**src/rtl/core/vfsg_sat_add.sv**
```systemverilog
// Shared saturating adder: a wide signed operand plus a small signed offset,
// clamped to the signed coordinate range. No package dependency.
module vfsg_sat_add #(
    parameter int AW = 12,
    parameter int CB = 12
) (
    input  logic signed [AW-1:0] i_a,
    input  logic signed [7:0]    i_b,
    output logic signed [CB-1:0] o_sum
);
    localparam int SW = AW + 2;
    localparam logic signed [SW-1:0] HI = SW'((64'sd1 <<< (CB - 1)) - 64'sd1);
    localparam logic signed [SW-1:0] LO = -HI - SW'(1);

    logic signed [SW-1:0] sum;

    assign sum = SW'(i_a) + SW'(i_b);

    always_comb begin
        if (sum > HI) begin
            o_sum = HI[CB-1:0];
        end else if (sum < LO) begin
            o_sum = LO[CB-1:0];
        end else begin
            o_sum = sum[CB-1:0];
        end
    end
endmodule

```
**config.mk**
```make
export PLATFORM = sky130hd
export DESIGN_NAME = vfsg_sat_add
export DESIGN_NICKNAME = d
export VERILOG_FILES = /design/src/rtl/core/vfsg_sat_add.sv
export SDC_FILE = /design/constraint.sdc
export NUM_CORES = 1
export LEC_CHECK = 0
export BUFFER_PORTS_ARGS = -buffer_cell sky130_fd_sc_hd__buf_2
export CAP_MARGIN = 20
export CORE_UTILIZATION = 38
export DETAILED_ROUTE_END_ITERATION = 10
export PLACE_DENSITY = 0.62
export REMOVE_ABC_BUFFERS = 1
export SYNTH_ARGS = -nofsm -noshare
export SYNTH_HDL_FRONTEND = slang
export SYNTH_SLANG_ARGS = --single-unit
export TNS_END_PERCENT = 30
```
**constraint.sdc**
```tcl
create_clock -name vclk -period 4.3
set_input_delay 0.215 -clock vclk [all_inputs]
set_output_delay 0.215 -clock vclk [all_outputs]
set_load 0.005 [all_outputs]
```
* Word-level counts from Yosys, hierarchy flattened
Cells that the tools add are included.
Word-level totals: input port bits 20, word-level logic and storage cells 5, register bits 0, output and inout port bits 12
Operators by class: $lt $le $gt $ge 2, multiplexer cells 2, $add $sub $neg 1
Operators by type and width (count):
- $mux W12 | 2
- $add A12 B8 Y13 | 1
- $gt A13 B12 Y1 const B | 1
- $lt A13 B12 Y1 const B | 1

* Logic depth before layout (Yosys ltp)
Gate-level depths: netlist of the first run.
depth in word-level cells 4, gate-level depth with buffers 10, mapped depth without buffers 10

* Worst setup path after synthesis of the first run
OpenSTA, ideal clock, no wires.
path type input -> output, start in i_a[0], end out o_sum[0], data required time 4085 ps, buffers on the path 0, stages 10, path slack 2089 ps, arrival 1996 ps, cells stage by stage ha_1 inv_1 fa_1 nor2b_1 o311ai_1 and2_1 o21ai_2 and2_1 o221ai_1 o21ai_1
Between the ends: cells in the longest elaborated chain, start to end 4, elaborated cells on any way between the ends 5, classes of those cells add/sub: 1; order compare: 2; mux: 2
Ends and longest elaborated chain:
- start, declared | RTL line 7 | input logic signed [AW-1:0] i_a,
- $add A12 B8 Y13 * | RTL line 17 | assign sum = SW'(i_a) + SW'(i_b);
- $lt A13 B12 Y1 | RTL line 22 | end else if (sum < LO) begin
- $mux W12 | RTL line 22
- $mux W12 * | RTL line 20 | if (sum > HI) begin
- end, declared | RTL line 9 | output logic signed [CB-1:0] o_sum
Every way passes the cells marked *; elsewhere a longest branch is shown, timed or not.

* Final worst setup path of the first run
start in i_a[6], end out o_sum[0]
Same word-level chain as after synthesis.

==> flow_summary.toml, run 1 <==
[global_route]
antenna_found_initial = 0
grt_pass1_wl_um = 3870
grt_pass1_vias = 904
grt_use_total_pct = 17.03
grt-ovfl-total = 0
grt_max_degree = 25

[critical_path]
crit_path_end_kind = "output pin"
cp.required_ps = 4090
start_kind = "input port"
crit_arrival_ps = 2590
critPathKind = "in -> out"
cp_max_fo = 23

[yosys]
synth_adder_area_share_pct = 27.55
synth_xor_area_share_pct = 5.166
netlist_instances = 139
synth_compound_area_share_pct = 40.47
synth_top_family_by_area = "compound AO/OA/AOI/OAI gates"
ys_warn_count = 0
syn_avg_cell_area_um2 = 7.318
netlist_top_cells_area = "ha_1 (15%), maj3_2 (8.9%), o221ai_1 (6.9%), o21ai_1 (6.4%), nor2_1 (5.5%)"
synthTopCellsByCount = "nor2_1 (15), o21ai_1 (13), ha_1 (12), inv_1 (12)"
yosysMostFrequentCell = "nor2_1"
synth.area.mux_share_pct = 2.091
netlist_area_um2 = 1017
yosys.area.top_type = "ha_1"
synth_cell_types = 44
seq_area_frac_synth_pct = 0
synth_simple_gate_area_share_pct = 16.97
synth_top_cell_area_share_pct = 14.76

[timing]
drv_slew = 0
max_freq_mhz = 355.9
period_share_pct = 65.34
min_period_ps = 2810
rsz0062_at_grt = "false"
slew_headroom_pct = 42.90
tightest_slew_ps = 856.4
tns_ps = 0
setup_viol = 0
hold_ws_ps = 938.0
finalHoldViolations = 0

[detailed_routing]
drtAntennaViolNets = 0
wl_per_cell_um = 12.32
drc_errors = 0
vias = 1083
drt_iter0_drc = 7
dr.pass1.iters = 4
drt-vias-per-instance = 5.554
routed_wl_um = 2403

[worst_hold_path]
hp-class = "in -> out"

[final_layout]
final_area_um2 = 1185
utilization_pct = 47.40
seq_cells = 0
regArea_um2 = 0
num_antenna_cells = 0
drive_above_1_share_pct = 29.70
stdcell_count = 195
clock_buffers = 0
fin_nets = 200
syn2layout_area_growth_pct = 16.48

[floorplanning]
num_io_pins = 32
die_w_um = 53.74
start_util_pct = 40.69
die_area_um2 = 2888
die_h_um = 53.74
std_cell_rows = 18
coreArea_um2 = 2500

[placement]
place_inst = 195
place_area_um2 = 1185
dp_hpwl_um = 1952
gp_congestion = 0.7823
io_buffers = 32

[run]
maxCapViolCount = 0

[power]
ir_worst_vdd_mv = 0.08435
p_leak_nw = 0.5565
p_per_area_nw_per_um2 = 194.0

[clock_tree]
post_cts_resized = 0
cts.hold.buffers_added = 0
postCtsSetupRepairBufs = 0

[outcome]
status = "finished clean"
-- report_power, final --
| group | switching, mW | internal [mW] | total [mW] |
|---|---|---|---|
| Combinational | 0.124 | 0.106 | 0.230 |
| Sequential | 0 | 0 | 0 |
| Clock | 0 | 0 | 0 |
-- critical path: stages --
cell      delay (ps)
buf_2            100
ha_1             340
a21oi_1          300
o21ai_0          150
nand2_1          130
o31a_1           710
and2_1           280
o221ai_1         130
o21ai_1          120
buf_2            130
-- cell usage in the layout, fill, tap and decap left out, types with 2 or more instances in the layout --
cell	instances
buf_2	32
nor2_1	15
o21ai_1	13
inv_1	12
ha_1	12
a21oi_1	8
maj3_2	8
o221ai_1	8
nand2_1	4
a21o_1	4
o211ai_1	4
nand2b_1	4
xor2_1	4
o31a_1	3
o21ai_0	2
and2_1	2
o21bai_1	2
xnor2_1	2
maj3_1	2
-- final timing paths --
kind       end  slack [ps]  depth (start not counted)    from
max   o_sum[0]        1490                         10  i_a[6]
min   o_sum[0]         940                          5  i_b[0]
-- metal layers --
layer | track usage (%) | share of wire, % | up-vias
met4 | 0 | 0 | 0
met2 | 30.86 | 47 | 15
met5 | 0 | 0 | -
met3 | 0 | 1.7 | 0
li1 | - | - | 581
met1 | 23.68 | 52 | 487
-- cells by family (layout without fill, tap and decap cells) --
kind of cell             after synthesis  in the layout
XOR/XNOR                               6              6
buffers and inverters                 19             45
adder cells (fa/ha/maj)               23             23
AO/OA/AOI/OAI                         55             55
AND/OR/NAND/NOR                       34             34
multiplexers                           2              2
-- final cells by class --
class,instances,area [um^2]
multi-input combinational,120,938.4
fill,250,1315
inverter,13,48.80
tap,30,37.54
timing repair buffer,32,160.2
-- per-stage QoR --
step                power (mW)  worst slack [ps]
finish                  0.2299              1490
global route            0.2571              1248
CTS                     0.2295              1511
detailed placement      0.2284              1529
global placement        0.2247              1572
floorplan               0.1668              2039
Note: power is estimated with default switching activity, not from simulation.
==> run 2, diff against run 1 <==
==> constraint.sdc (replaced) <==
create_clock -name vclk -period 2.6
set_input_delay 0.13 -clock vclk [all_inputs]
set_output_delay 0.13 -clock vclk [all_outputs]
set_load 0.005 [all_outputs]
==> run 2 against run 1 <==
Net effect:
- die area unchanged
- global-route usage up 1.2 points
- wire length grew 4.7%
- first-iteration DRC count is 110% higher
- sequential cell count unchanged
- critical endpoint is now o_sum[10]
- largest cell class unchanged
- highest routed layer is now met4
==> flow_summary.toml, run 2 (synthesized netlist as in run 1, its figures left out) <==
[detailed_routing]
wl_per_cell_um = 12.71
vias = 1140
drt-vias-per-instance = 5.758
drt_iter0_drc = 15
dr.pass1.iters = 4
routed_wl_um = 2517
drc_errors = 0
drtAntennaViolNets = 0

[floorplanning]
num_io_pins = 32
std_cell_rows = 18
die_h_um = 53.74
die_area_um2 = 2888
die_w_um = 53.74
coreArea_um2 = 2500
start_util_pct = 40.69

[power]
p_leak_nw = 0.5736
fin_total_pwr_mw = 0.3995
p_per_area_nw_per_um2 = 322.8
ir_worst_vdd_mv = 0.1440

[placement]
pre_cts_ws_ps = 95.11
dp_hpwl_um = 2037
place_area_um2 = 1207
gp_congestion = 0.8173
io_buffers = 32

[critical_path]
cp.required_ps = 2470
crit_arrival_ps = 2280
cpMaxStageDelayCell = "fa_1"
cp_max_fo = 3
crit_chain = "buf_2 > ha_1 > inv_1 > fa_1 > nor2b_2 > o311ai_2 > and2_2 > a311oi_4 > nor2_1 > o211ai_1 > o21ai_1 > buf_2"
start_kind = "input port"
crit_family = "compound AO/OA/AOI/OAI gates"
critPathMaxStageDelay_ps = 410
crit_path_end_kind = "output pin"
critPathKind = "in -> out"
crit_top_cell = "buf_2"
worst-path-buf-inv = 3

[clock_tree]
postCtsSetupRepairBufs = 0

[final_layout]
final_area_um2 = 1237
fin_nets = 203
syn2layout_area_growth_pct = 21.65
n_fill_cell = 264
final_common_cell = "buf_2"
num_antenna_cells = 0
multi_input_comb_area_um2 = 968.4
regArea_um2 = 0
seq_cells = 0
drive_above_1_share_pct = 32.74
utilization_pct = 49.50
layout_common_cells = "buf_2 (32), nor2_1 (15), o21ai_1 (13)"
clock_buffers = 0

[global_route]
grt-ovfl-total = 0
grt_use_total_pct = 18.26
grt_pass1_vias = 983
grt_max_degree = 24
antenna_found_initial = 0
grt_pass1_wl_um = 4133

[worst_hold_path]
hp-class = "in -> out"

[timing]
rsz0062_at_grt = "false"
setup_viol = 0
max_freq_mhz = 415.4
finalHoldViolations = 0
slew_headroom_pct = 64.90
period_share_pct = 92.60
drv_slew = 0
tightest_slew_ps = 526.4
fin_ws_ps = 192.4
min_period_ps = 2408
tns_ps = 0

[run]
maxCapViolCount = 0

[outcome]
status = "finished clean"
run 2: per-stage QoR:
stage               hold WS, ps  instances
finish                    761.0        198
global route              836.7        198
CTS                       753.4        198
detailed placement        759.1        198
global placement          739.2        198
floorplan                 552.5        133
run 2: path summary, 6_finish.rpt:
check | start | end | slack (ps) | cells after the start
worst min-delay path | i_b[0] | o_sum[0] | 760 | 5
worst max-delay path | i_a[0] | o_sum[10] | 190 | 12
run 2: power breakdown:
group,internal [mW],total [mW],switching (mW),leakage (nW)
Sequential,0,0,0,0
Clock,0,0,0,0
Combinational,0.185,0.399,0.214,0.574
run 2: area by class of cell:
cell class         instances  area share (%)
repair buffers            35           14.76
multi-input cells        120           78.26
well taps                 30           3.033
inverters                 13           3.943
run 2: layer usage:
metal  global-route usage [%]  share of wire (%)  wire [um]
met5                        0                  0          0
met2                    32.51                 49       1226
met4                   0.8772               0.64         16
met3                   0.2825                3.4         86
met1                    25.33                 47       1189
run 2: timing repair:
item,CTS,global route
endpoints found under the setup margin,0,6
resized for setup,0,5
hold buffers,0,0
