[config.mk]
export PLATFORM = sky130hd
export DESIGN_NAME = vfsg_out_reg
export DESIGN_NICKNAME = d
export VERILOG_FILES = /design/src/rtl/core/vfsg_pkg.sv /design/src/rtl/core/vfsg_out_reg.sv
export SDC_FILE = /design/constraint.sdc
export NUM_CORES = 1
export LEC_CHECK = 0
export BUFFER_PORTS_ARGS = -buffer_cell sky130_fd_sc_hd__buf_4
export CAP_MARGIN = 20
export CORE_UTILIZATION = 43
export CTS_BUF_LIST = sky130_fd_sc_hd__clkbuf_16
export CTS_CLUSTER_SIZE = 20
export DETAILED_ROUTE_END_ITERATION = 16
export GPL_ROUTABILITY_DRIVEN = 0
export PLACE_DENSITY = 0.8
export SLEW_MARGIN = 5
export SYNTH_ARGS = -nofsm -noshare
export SYNTH_HDL_FRONTEND = slang
export SYNTH_SLANG_ARGS = --single-unit
export TNS_END_PERCENT = 100
[constraint.sdc]
create_clock -name i_clk -period 0.9 [get_ports i_clk]
set_input_delay 0.27 -clock i_clk [delete_from_list [all_inputs] [get_ports i_clk]]
set_output_delay 0.27 -clock i_clk [all_outputs]
set_load 0.03 [all_outputs]
[src/rtl/core/vfsg_pkg.sv]
// Shared types, constants and the constant stroke ROM of the vector font stroke generator.
// No dependencies; every other file of the block but vfsg_sat_add imports this package.
package vfsg_pkg;

    localparam int unsigned COORD_OUT_BITS = 12;
    localparam int unsigned CODE_BITS      = 7;
    localparam int unsigned ROM_SLOTS      = 8;
    localparam int unsigned ENTRY_BITS     = 11;
    localparam logic [CODE_BITS-1:0] FIRST_CODE = 7'h20;

    // Slot entry: bit 10 marks a point, bit 8 a pen-up, [7:4] glyph x, [3:0] glyph y.
    localparam int unsigned PT_BIT = 10;
    localparam int unsigned UP_BIT = 8;

    typedef logic [ENTRY_BITS-1:0] t_entry;
    typedef t_entry [0:ROM_SLOTS-1] t_glyph;

    localparam t_entry ENDM = 11'h000;
    localparam t_entry UPM  = 11'h100;

    typedef struct packed {
        logic [COORD_OUT_BITS-1:0] from_x;
        logic [COORD_OUT_BITS-1:0] from_y;
        logic [COORD_OUT_BITS-1:0] to_x;
        logic [COORD_OUT_BITS-1:0] to_y;
        logic                      last_segment;
    } t_seg;

    function automatic t_entry pt(input int x, input int y);
        return {1'b1, 2'b00, 4'(x), 4'(y)};
    endfunction

    // Glyph table indexed by character code minus 0x20; unlisted rows hold end marks only.
    function automatic t_glyph glyph_rom(input logic [CODE_BITS-1:0] row);
        t_glyph g;
        case (row)
            7'd1:  g = '{pt(4,0), pt(3,2), pt(5,2), pt(4,0), UPM, pt(4,4), pt(4,12), ENDM};
            7'd2:  g = '{pt(2,10), pt(2,6), UPM, pt(6,10), pt(6,6), ENDM, ENDM, ENDM};
            7'd3:  g = '{pt(0,4), pt(8,4), pt(6,2), pt(6,10), pt(8,8), pt(0,8), pt(2,10),
                         pt(2,2)};
            7'd4:  g = '{pt(6,2), pt(2,6), pt(6,10), UPM, pt(4,12), pt(4,0), ENDM, ENDM};
            7'd5:  g = '{pt(0,0), pt(8,12), UPM, pt(2,10), pt(2,8), UPM, pt(6,4), pt(6,2)};
            7'd6:  g = '{pt(8,0), pt(4,12), pt(8,8), pt(0,4), pt(4,0), pt(8,4), ENDM, ENDM};
            7'd7:  g = '{pt(2,6), pt(6,10), ENDM, ENDM, ENDM, ENDM, ENDM, ENDM};
            7'd8:  g = '{pt(6,0), pt(2,4), pt(2,8), pt(6,12), ENDM, ENDM, ENDM, ENDM};
            7'd9:  g = '{pt(2,0), pt(6,4), pt(6,8), pt(2,12), ENDM, ENDM, ENDM, ENDM};
            7'd10: g = '{pt(0,0), pt(4,12), pt(8,0), pt(0,8), pt(8,8), pt(0,0), ENDM, ENDM};
            7'd11: g = '{pt(1,6), pt(7,6), UPM, pt(4,9), pt(4,3), ENDM, ENDM, ENDM};
            7'd12: g = '{pt(2,0), pt(4,2), ENDM, ENDM, ENDM, ENDM, ENDM, ENDM};
            7'd13: g = '{pt(2,6), pt(6,6), ENDM, ENDM, ENDM, ENDM, ENDM, ENDM};
            7'd14: g = '{pt(3,0), pt(4,0), ENDM, ENDM, ENDM, ENDM, ENDM, ENDM};
            7'd15: g = '{pt(0,0), pt(8,12), ENDM, ENDM, ENDM, ENDM, ENDM, ENDM};
            7'd16: g = '{pt(0,0), pt(8,0), pt(8,12), pt(0,12), pt(0,0), pt(8,12), ENDM, ENDM};
            7'd17: g = '{pt(4,0), pt(4,12), pt(3,10), ENDM, ENDM, ENDM, ENDM, ENDM};
            7'd18: g = '{pt(0,12), pt(8,12), pt(8,7), pt(0,5), pt(0,0), pt(8,0), ENDM, ENDM};
            7'd19: g = '{pt(0,12), pt(8,12), pt(8,0), pt(0,0), UPM, pt(0,6), pt(8,6), ENDM};
            7'd20: g = '{pt(0,12), pt(0,6), pt(8,6), UPM, pt(8,12), pt(8,0), ENDM, ENDM};
            7'd21: g = '{pt(0,0), pt(8,0), pt(8,6), pt(0,7), pt(0,12), pt(8,12), ENDM, ENDM};
            7'd22: g = '{pt(0,12), pt(0,0), pt(8,0), pt(8,5), pt(0,7), ENDM, ENDM, ENDM};
            7'd23: g = '{pt(0,12), pt(8,12), pt(8,6), pt(4,0), ENDM, ENDM, ENDM, ENDM};
            7'd24: g = '{pt(0,0), pt(8,0), pt(8,12), pt(0,12), pt(0,0), UPM, pt(0,6), pt(8,6)};
            7'd25: g = '{pt(8,0), pt(8,12), pt(0,12), pt(0,7), pt(8,5), ENDM, ENDM, ENDM};
            7'd26: g = '{pt(4,9), pt(4,7), UPM, pt(4,5), pt(4,3), ENDM, ENDM, ENDM};
            7'd27: g = '{pt(4,9), pt(4,7), UPM, pt(4,5), pt(1,2), ENDM, ENDM, ENDM};
            7'd28: g = '{pt(6,0), pt(2,6), pt(6,12), ENDM, ENDM, ENDM, ENDM, ENDM};
            7'd29: g = '{pt(1,4), pt(7,4), UPM, pt(1,8), pt(7,8), ENDM, ENDM, ENDM};
            7'd30: g = '{pt(2,0), pt(6,6), pt(2,12), ENDM, ENDM, ENDM, ENDM, ENDM};
            7'd31: g = '{pt(0,8), pt(4,12), pt(8,8), pt(4,4), UPM, pt(4,1), pt(4,0), ENDM};
            7'd32: g = '{pt(8,4), pt(4,0), pt(0,4), pt(0,8), pt(4,12), pt(8,8), pt(4,4),
                         pt(3,6)};
            7'd33: g = '{pt(0,0), pt(0,8), pt(4,12), pt(8,8), pt(8,0), UPM, pt(0,4), pt(8,4)};
            7'd34: g = '{pt(0,0), pt(0,12), pt(4,12), pt(8,10), pt(4,6), pt(8,2), pt(4,0),
                         pt(0,0)};
            7'd35: g = '{pt(8,0), pt(0,0), pt(0,12), pt(8,12), ENDM, ENDM, ENDM, ENDM};
            7'd36: g = '{pt(0,0), pt(0,12), pt(4,12), pt(8,8), pt(8,4), pt(4,0), pt(0,0),
                         ENDM};
            7'd37: g = '{pt(8,0), pt(0,0), pt(0,12), pt(8,12), UPM, pt(0,6), pt(6,6), ENDM};
            7'd38: g = '{pt(0,0), pt(0,12), pt(8,12), UPM, pt(0,6), pt(6,6), ENDM, ENDM};
            7'd39: g = '{pt(6,6), pt(8,4), pt(8,0), pt(0,0), pt(0,12), pt(8,12), ENDM, ENDM};
            7'd40: g = '{pt(0,0), pt(0,12), UPM, pt(0,6), pt(8,6), UPM, pt(8,12), pt(8,0)};
            7'd41: g = '{pt(0,0), pt(8,0), UPM, pt(4,0), pt(4,12), UPM, pt(0,12), pt(8,12)};
            7'd42: g = '{pt(0,4), pt(4,0), pt(8,0), pt(8,12), ENDM, ENDM, ENDM, ENDM};
            7'd43: g = '{pt(0,0), pt(0,12), UPM, pt(8,12), pt(0,6), pt(6,0), ENDM, ENDM};
            7'd44: g = '{pt(8,0), pt(0,0), pt(0,12), ENDM, ENDM, ENDM, ENDM, ENDM};
            7'd45: g = '{pt(0,0), pt(0,12), pt(4,8), pt(8,12), pt(8,0), ENDM, ENDM, ENDM};
            7'd46: g = '{pt(0,0), pt(0,12), pt(8,0), pt(8,12), ENDM, ENDM, ENDM, ENDM};
            7'd47: g = '{pt(0,0), pt(0,12), pt(8,12), pt(8,0), pt(0,0), ENDM, ENDM, ENDM};
            7'd48: g = '{pt(0,0), pt(0,12), pt(8,12), pt(8,6), pt(0,5), ENDM, ENDM, ENDM};
            7'd49: g = '{pt(0,0), pt(0,12), pt(8,12), pt(8,4), pt(0,0), UPM, pt(4,4), pt(8,0)};
            7'd50: g = '{pt(0,0), pt(0,12), pt(8,12), pt(8,6), pt(0,5), UPM, pt(4,5), pt(8,0)};
            7'd51: g = '{pt(0,2), pt(2,0), pt(8,0), pt(8,5), pt(0,7), pt(0,12), pt(6,12),
                         pt(8,10)};
            7'd52: g = '{pt(0,12), pt(8,12), UPM, pt(4,12), pt(4,0), ENDM, ENDM, ENDM};
            7'd53: g = '{pt(0,12), pt(0,2), pt(4,0), pt(8,2), pt(8,12), ENDM, ENDM, ENDM};
            7'd54: g = '{pt(0,12), pt(4,0), pt(8,12), ENDM, ENDM, ENDM, ENDM, ENDM};
            7'd55: g = '{pt(0,12), pt(2,0), pt(4,4), pt(6,0), pt(8,12), ENDM, ENDM, ENDM};
            7'd56: g = '{pt(0,0), pt(8,12), UPM, pt(0,12), pt(8,0), ENDM, ENDM, ENDM};
            7'd57: g = '{pt(0,12), pt(4,6), pt(8,12), UPM, pt(4,6), pt(4,0), ENDM, ENDM};
            7'd58: g = '{pt(0,12), pt(8,12), pt(0,0), pt(8,0), UPM, pt(2,6), pt(6,6), ENDM};
            7'd59: g = '{pt(6,0), pt(2,0), pt(2,12), pt(6,12), ENDM, ENDM, ENDM, ENDM};
            7'd60: g = '{pt(0,12), pt(8,0), ENDM, ENDM, ENDM, ENDM, ENDM, ENDM};
            7'd61: g = '{pt(2,0), pt(6,0), pt(6,12), pt(2,12), ENDM, ENDM, ENDM, ENDM};
            7'd62: g = '{pt(2,6), pt(4,12), pt(6,6), ENDM, ENDM, ENDM, ENDM, ENDM};
            7'd63: g = '{pt(0,0), pt(8,0), ENDM, ENDM, ENDM, ENDM, ENDM, ENDM};
            7'd64: g = '{pt(2,10), pt(6,6), ENDM, ENDM, ENDM, ENDM, ENDM, ENDM};
            7'd65: g = '{pt(0,0), pt(0,12), pt(7,12), pt(7,0), pt(0,0), ENDM, ENDM, ENDM};
            7'd66: g = '{pt(0,0), pt(4,12), pt(8,0), pt(0,0), ENDM, ENDM, ENDM, ENDM};
            7'd67: g = '{pt(0,6), pt(8,6), pt(8,7), pt(0,7), ENDM, ENDM, ENDM, ENDM};
            7'd91: g = '{pt(6,0), pt(4,2), pt(4,10), pt(6,12), UPM, pt(2,6), pt(4,6), ENDM};
            7'd92: g = '{pt(4,0), pt(4,5), UPM, pt(4,6), pt(4,12), ENDM, ENDM, ENDM};
            7'd93: g = '{pt(4,0), pt(6,2), pt(6,10), pt(4,12), UPM, pt(6,6), pt(8,6), ENDM};
            7'd94: g = '{pt(0,4), pt(2,8), pt(6,4), pt(8,8), ENDM, ENDM, ENDM, ENDM};
            default: g = '{ENDM, ENDM, ENDM, ENDM, ENDM, ENDM, ENDM, ENDM};
        endcase
        return g;
    endfunction

endpackage

[src/rtl/core/vfsg_out_reg.sv]
// Output register of the segment channel: holds one segment until the sink takes it.
// Depends on vfsg_pkg for t_seg.
module vfsg_out_reg import vfsg_pkg::*; (
    input  logic i_clk,
    input  logic i_rst_n,
    input  logic i_push,
    input  t_seg i_seg,
    output logic o_can_push,
    output logic o_valid,
    input  logic i_ready,
    output t_seg o_seg
);
    logic r_valid;
    logic n_valid;
    t_seg r_seg;

    assign o_can_push = !r_valid || i_ready;
    assign o_valid    = r_valid;
    assign o_seg      = r_seg;

    always_comb begin
        n_valid = r_valid;
        if (i_ready) begin
            n_valid = 1'b0;
        end
        if (i_push) begin
            n_valid = 1'b1;
        end
    end

    always_ff @(posedge i_clk) begin
        if (!i_rst_n) begin
            r_valid <= 1'b0;
        end else begin
            r_valid <= n_valid;
        end
    end

    always_ff @(posedge i_clk) begin
        if (i_push) begin
            r_seg <= i_seg;
        end
    end
endmodule

# [Word-level counts from Yosys, hierarchy flattened]
# Index checks and enable logic that the tools add are counted.
[op_classes] n_reduce_logical=3 mux=2
[op_table] cell="2-to-1 mux 1 bit" n=2
[op_table] cell="nonzero test 2 bit" n=1
[op_table] cell="logical NOT 1 bit" n=1
[op_table] cell="logical OR 1 bit" n=1
[word_totals] regBits=50

# [Logic depth before layout (Yosys ltp)]
[logic_depth] depth_word=2 mapped_depth=2

# [Least setup slack after synthesis]
# No wires, ideal clock.
[synth_timing] path_kind="flip-flop to output port" from="reg r_valid, in the netlist o_valid" to="out o_can_push" path_buffers=0 arrival_time_ns=0.671 setup_slack_ns=-0.041 path_stages_with_launch=2 cell_sequence="dfxtp_1 > nand2b_4"
[synth_between] elab_chain_len=2
[synth_lines] element="start, declared" line_no="vfsg_out_reg.sv:13" source="logic r_valid;"
[synth_lines] element="start signal, assigned" line_no="vfsg_out_reg.sv:35" source="r_valid <= n_valid;"
[synth_lines] element="logical NOT 1 bit" line_no="vfsg_out_reg.sv:17" source="assign o_can_push = !r_valid || i_ready;"
[synth_lines] element="logical OR 1 bit" line_no="vfsg_out_reg.sv:17"
[synth_lines] element="end, declared" line_no="vfsg_out_reg.sv:8" source="output logic o_can_push,"
# No other way between the ends.

# [Worst setup path in the final report]
[layout_timing] from="reg r_seg (netlist bit o_seg[5])" to="out o_seg[5] (netlist bit)"
[layout_lines] element="start, declared" line_no="vfsg_out_reg.sv:15" source="t_seg r_seg;"
[layout_lines] element="start signal, assigned" line_no="vfsg_out_reg.sv:41" source="r_seg <= i_seg;"
[layout_lines] element="end, declared" line_no="vfsg_out_reg.sv:11" source="output t_seg o_seg"
# No word-level cell between the ends.

==> results by stage <==
Floorplan:
- The floorplan step defined a die boundary enclosing 3780 µm².
- The die outline width is 61.5 µm.
- The count of standard-cell rows is 21.
- The core region area is 3360 µm².
- The die boundary height is 61.5 µm.
- 104 I/O pins were placed.
- The starting density of the core is 0.452.

Clocking:
- Counting the buffers created by CTS gives 5.
- The maximum buffer depth of the clock tree is 2.
- The clock insertion delay at the later pin of the skew report is 280 ps.
- The number of sinks handled by clock tree synthesis is 50.
- The post-cts hold buffer count is 0.
- The cell chosen for the clock root is sky130_fd_sc_hd__clkbuf_16.
- The clock tree from TritonCTS is yes.
- The H-tree was split into 2 levels.
- After clock tree synthesis, the clock-pin slew on the worst setup and hold paths is 60 ps.

STA:
- After layout, the minimum clock period comes to 1120 ps.
- The transition time of the tightest slew-check pin is 122 ps.
- The final worst clock skew is 0 ps.
- The worst slack on hold paths is 159 ps.
- The final period utilization is 1.25.
- The number of slew-limit violations in the final report is 0.
- The final hold violation count is 0.
- Setup repair after global routing could not meet its margin everywhere.
- Based on the critical path, the design can be clocked at up to 891 MHz.
- In the post-route analysis, the smallest setup slack over all paths is -223 ps.
- In this run the tightest slew margin relative to its limit is 0.918.
- The final count of negative-setup-slack endpoints is 51.

Synth:
- The post-synthesis instance total is 53.
- The total of flip-flops plus latches after synthesis is 50.
- Yosys printed 0 warnings.
- The share of synthesized area occupied by flip-flops and latches is 0.981.
- The post-synthesis average cell area is 28.7 µm².
- The net count of the mapped netlist is 106.
- After synthesis the cells add up to 1520 µm².
- The number of different library cells used by synthesis comes to 5.

Routing:
- The starting DRC count in detailed routing is 50.
- The number of optimization iterations in the first detailed-route pass is 3.
- After detailed routing, the number of remaining DRC violations is 0.
- The number of nets with antenna violations after detailed routing is 0.
- The detailed router placed 958 vias in this run.
- In the final routed layout, each cell accounts on average for 16.6 µm.
- The total length of routed wires is 3.55 mm.
- After detailed routing, the number of vias per cell comes to 4.48.

Setup path:
- The slowest stage cell on the critical path is sky130_fd_sc_hd__edfxtp_1.
- The largest incremental delay on the critical path is 410 ps.
- The worst setup path category is reg -> out.
- The critical path buffer and inverter count is 1.
- STA puts the critical path data required time at 630 ps.
- STA classifies the critical path startpoint as a register.
- STA puts the critical path data arrival time at 850 ps.
- The largest fanout on the critical path is 1.
- The cell family contributing the most delay on the critical path is flip-flops.
- Traced cell by cell, the critical path runs through buf_6.
- The element type at the critical path end is an output port.

Power:
- The static power due to leakage is 1.16 nW.
- In this run the power density over the cells is 2060 nW/µm².
- The design draws 5.66 mW.
- The worst-case IR drop observed on VDD is 2.04 mV.

Placed design:
- The number of buffer cells added on primary ports is 103.
- Timing analysis after detailed placement gives a worst setup slack of -43.2 ps.

Layout:
- The final layout net count is 220.
- From synthesis to final layout, the design area changed by 80.5%.
- Counting the fill cells in the layout gives 187.
- The final core utilization is 0.816.
- The number of antenna cells inserted is 0.
- The fraction of layout instances using a drive strength above 1 is 0.696.

GRT:
- The maximum number of pins on one net before global-route repair is 24.
- The initial antenna violation count was 0.
- The total overflow left after global routing is 0.
- The number of global-route vias before repair is 1,058.
- Across every metal layer, demand over resource in global routing totals 0.194.
- The first-pass GRT wire length is 4.70 mm.

Run status:
- The run finished, with violations left.
- The checks that failed: setup timing.

Min path:
- The class of the worst hold path is in -> reg.

Job:
- The tool flagged a number of max-cap violations equal to 0.
## metrics by stage
step	area (µm²)	instances	setup TNS (ps)
detailed placement	2400	205	-43.2
finish	2740	214	-9760
floorplan	1520	53	0
global placement	2400	205	-40.4
CTS	2730	213	-10120
global route	2740	214	-11110
## timing repair
action                                 CTS  global route
buffers inserted                         0             1
resized for setup                       50             1
setup endpoints to repair               51            51
endpoints found under the hold margin    0             0
pin swaps                                0             0
## routing by layer
metal | part of all wire | GRT usage | vias to the layer above | wire (µm)
met5 | 0 | 0 | - | 0
met1 | 0.32 | 0.186 | 451 | 1150
li1 | - | - | 439 | -
met3 | 0.11 | 0.122 | 7 | 385
met2 | 0.54 | 0.325 | 61 | 1940
met4 | 0.023 | 0.0952 | 0 | 82
## state kept, by name, indices dropped and copies added, names as in the netlist
signal   count
o_seg       49
o_valid      1
## power breakdown
part | switching (mW) | internal, mW | total (mW) | leakage [nW]
Clock | 0.761 | 1.03 | 1.79 | 0.0679
Combinational | 0.521 | 0.492 | 1.01 | 0.602
Sequential | 0.0903 | 2.77 | 2.86 | 0.488
Total | 1.37 | 4.29 | 5.66 | 1.16
## logic make-up (layout without fill, tap and decap cells)
family / after synthesis / after routing / synth area share
buf+inv: 1 / 116 / 0.00247
flops: 50 / 50 / 0.981
simple gates: 1 / 1 / 0.00905
compound gates: 1 / 1 / 0.00741
## worst register-to-register path: cells and delay by family, from the launching register on
family | cells | cell delay, ps
AOI/OAI and AO/OA | 1 | 140
buffers and inverters | 1 | 130
DFF | 1 | 360
and+or+nand+nor | 1 | 60
## cells in the mapped netlist
cell type | instances | area share
sky130_fd_sc_hd__edfxtp_1 | 49 | 0.97
sky130_fd_sc_hd__dfxtp_1 | 1 | 0.013
sky130_fd_sc_hd__inv_1 | 1 | 0.0025
sky130_fd_sc_hd__a21boi_2 | 1 | 0.0074
sky130_fd_sc_hd__nand2b_4 | 1 | 0.0091
## placed cells by master, fill, tap and decap left out
cell,count
sky130_fd_sc_hd__edfxtp_1,49
sky130_fd_sc_hd__clkinvlp_4,1
sky130_fd_sc_hd__clkinv_1,1
sky130_fd_sc_hd__nand2b_4,1
sky130_fd_sc_hd__a21boi_2,1
sky130_fd_sc_hd__clkbuf_16,5
sky130_fd_sc_hd__buf_12,2
sky130_fd_sc_hd__inv_1,1
sky130_fd_sc_hd__buf_4,54
sky130_fd_sc_hd__dfxtp_2,1
sky130_fd_sc_hd__inv_6,1
sky130_fd_sc_hd__buf_6,51
## layout make-up
cell class	instances	area (µm²)	area share
tap	46	57.6	0.0210
timing repair buffer	107	1020	0.372
clock inverter	3	20.0	0.00730
sequential	50	1490	0.544
multi-input combinational	2	25.0	0.00912
inverter	1	3.75	0.00137
clock buffer	5	125	0.0456
## worst paths after layout
check / depth (start not counted) / start / slack [ps] / end
worst max-delay path: 1 / o_seg[5]$_DFFE_PP_ / -220 / o_seg[5]
worst min-delay path: 1 / i_seg[42] / 160 / o_seg[42]$_DFFE_PP_
worst max register to register: 3 / o_valid$_SDFFE_PN0P_ / 140 / o_valid$_SDFFE_PN0P_
worst min register to register: 3 / o_valid$_SDFFE_PN0P_ / 600 / o_valid$_SDFFE_PN0P_
No activity file was read; power rests on OpenSTA's default activity.
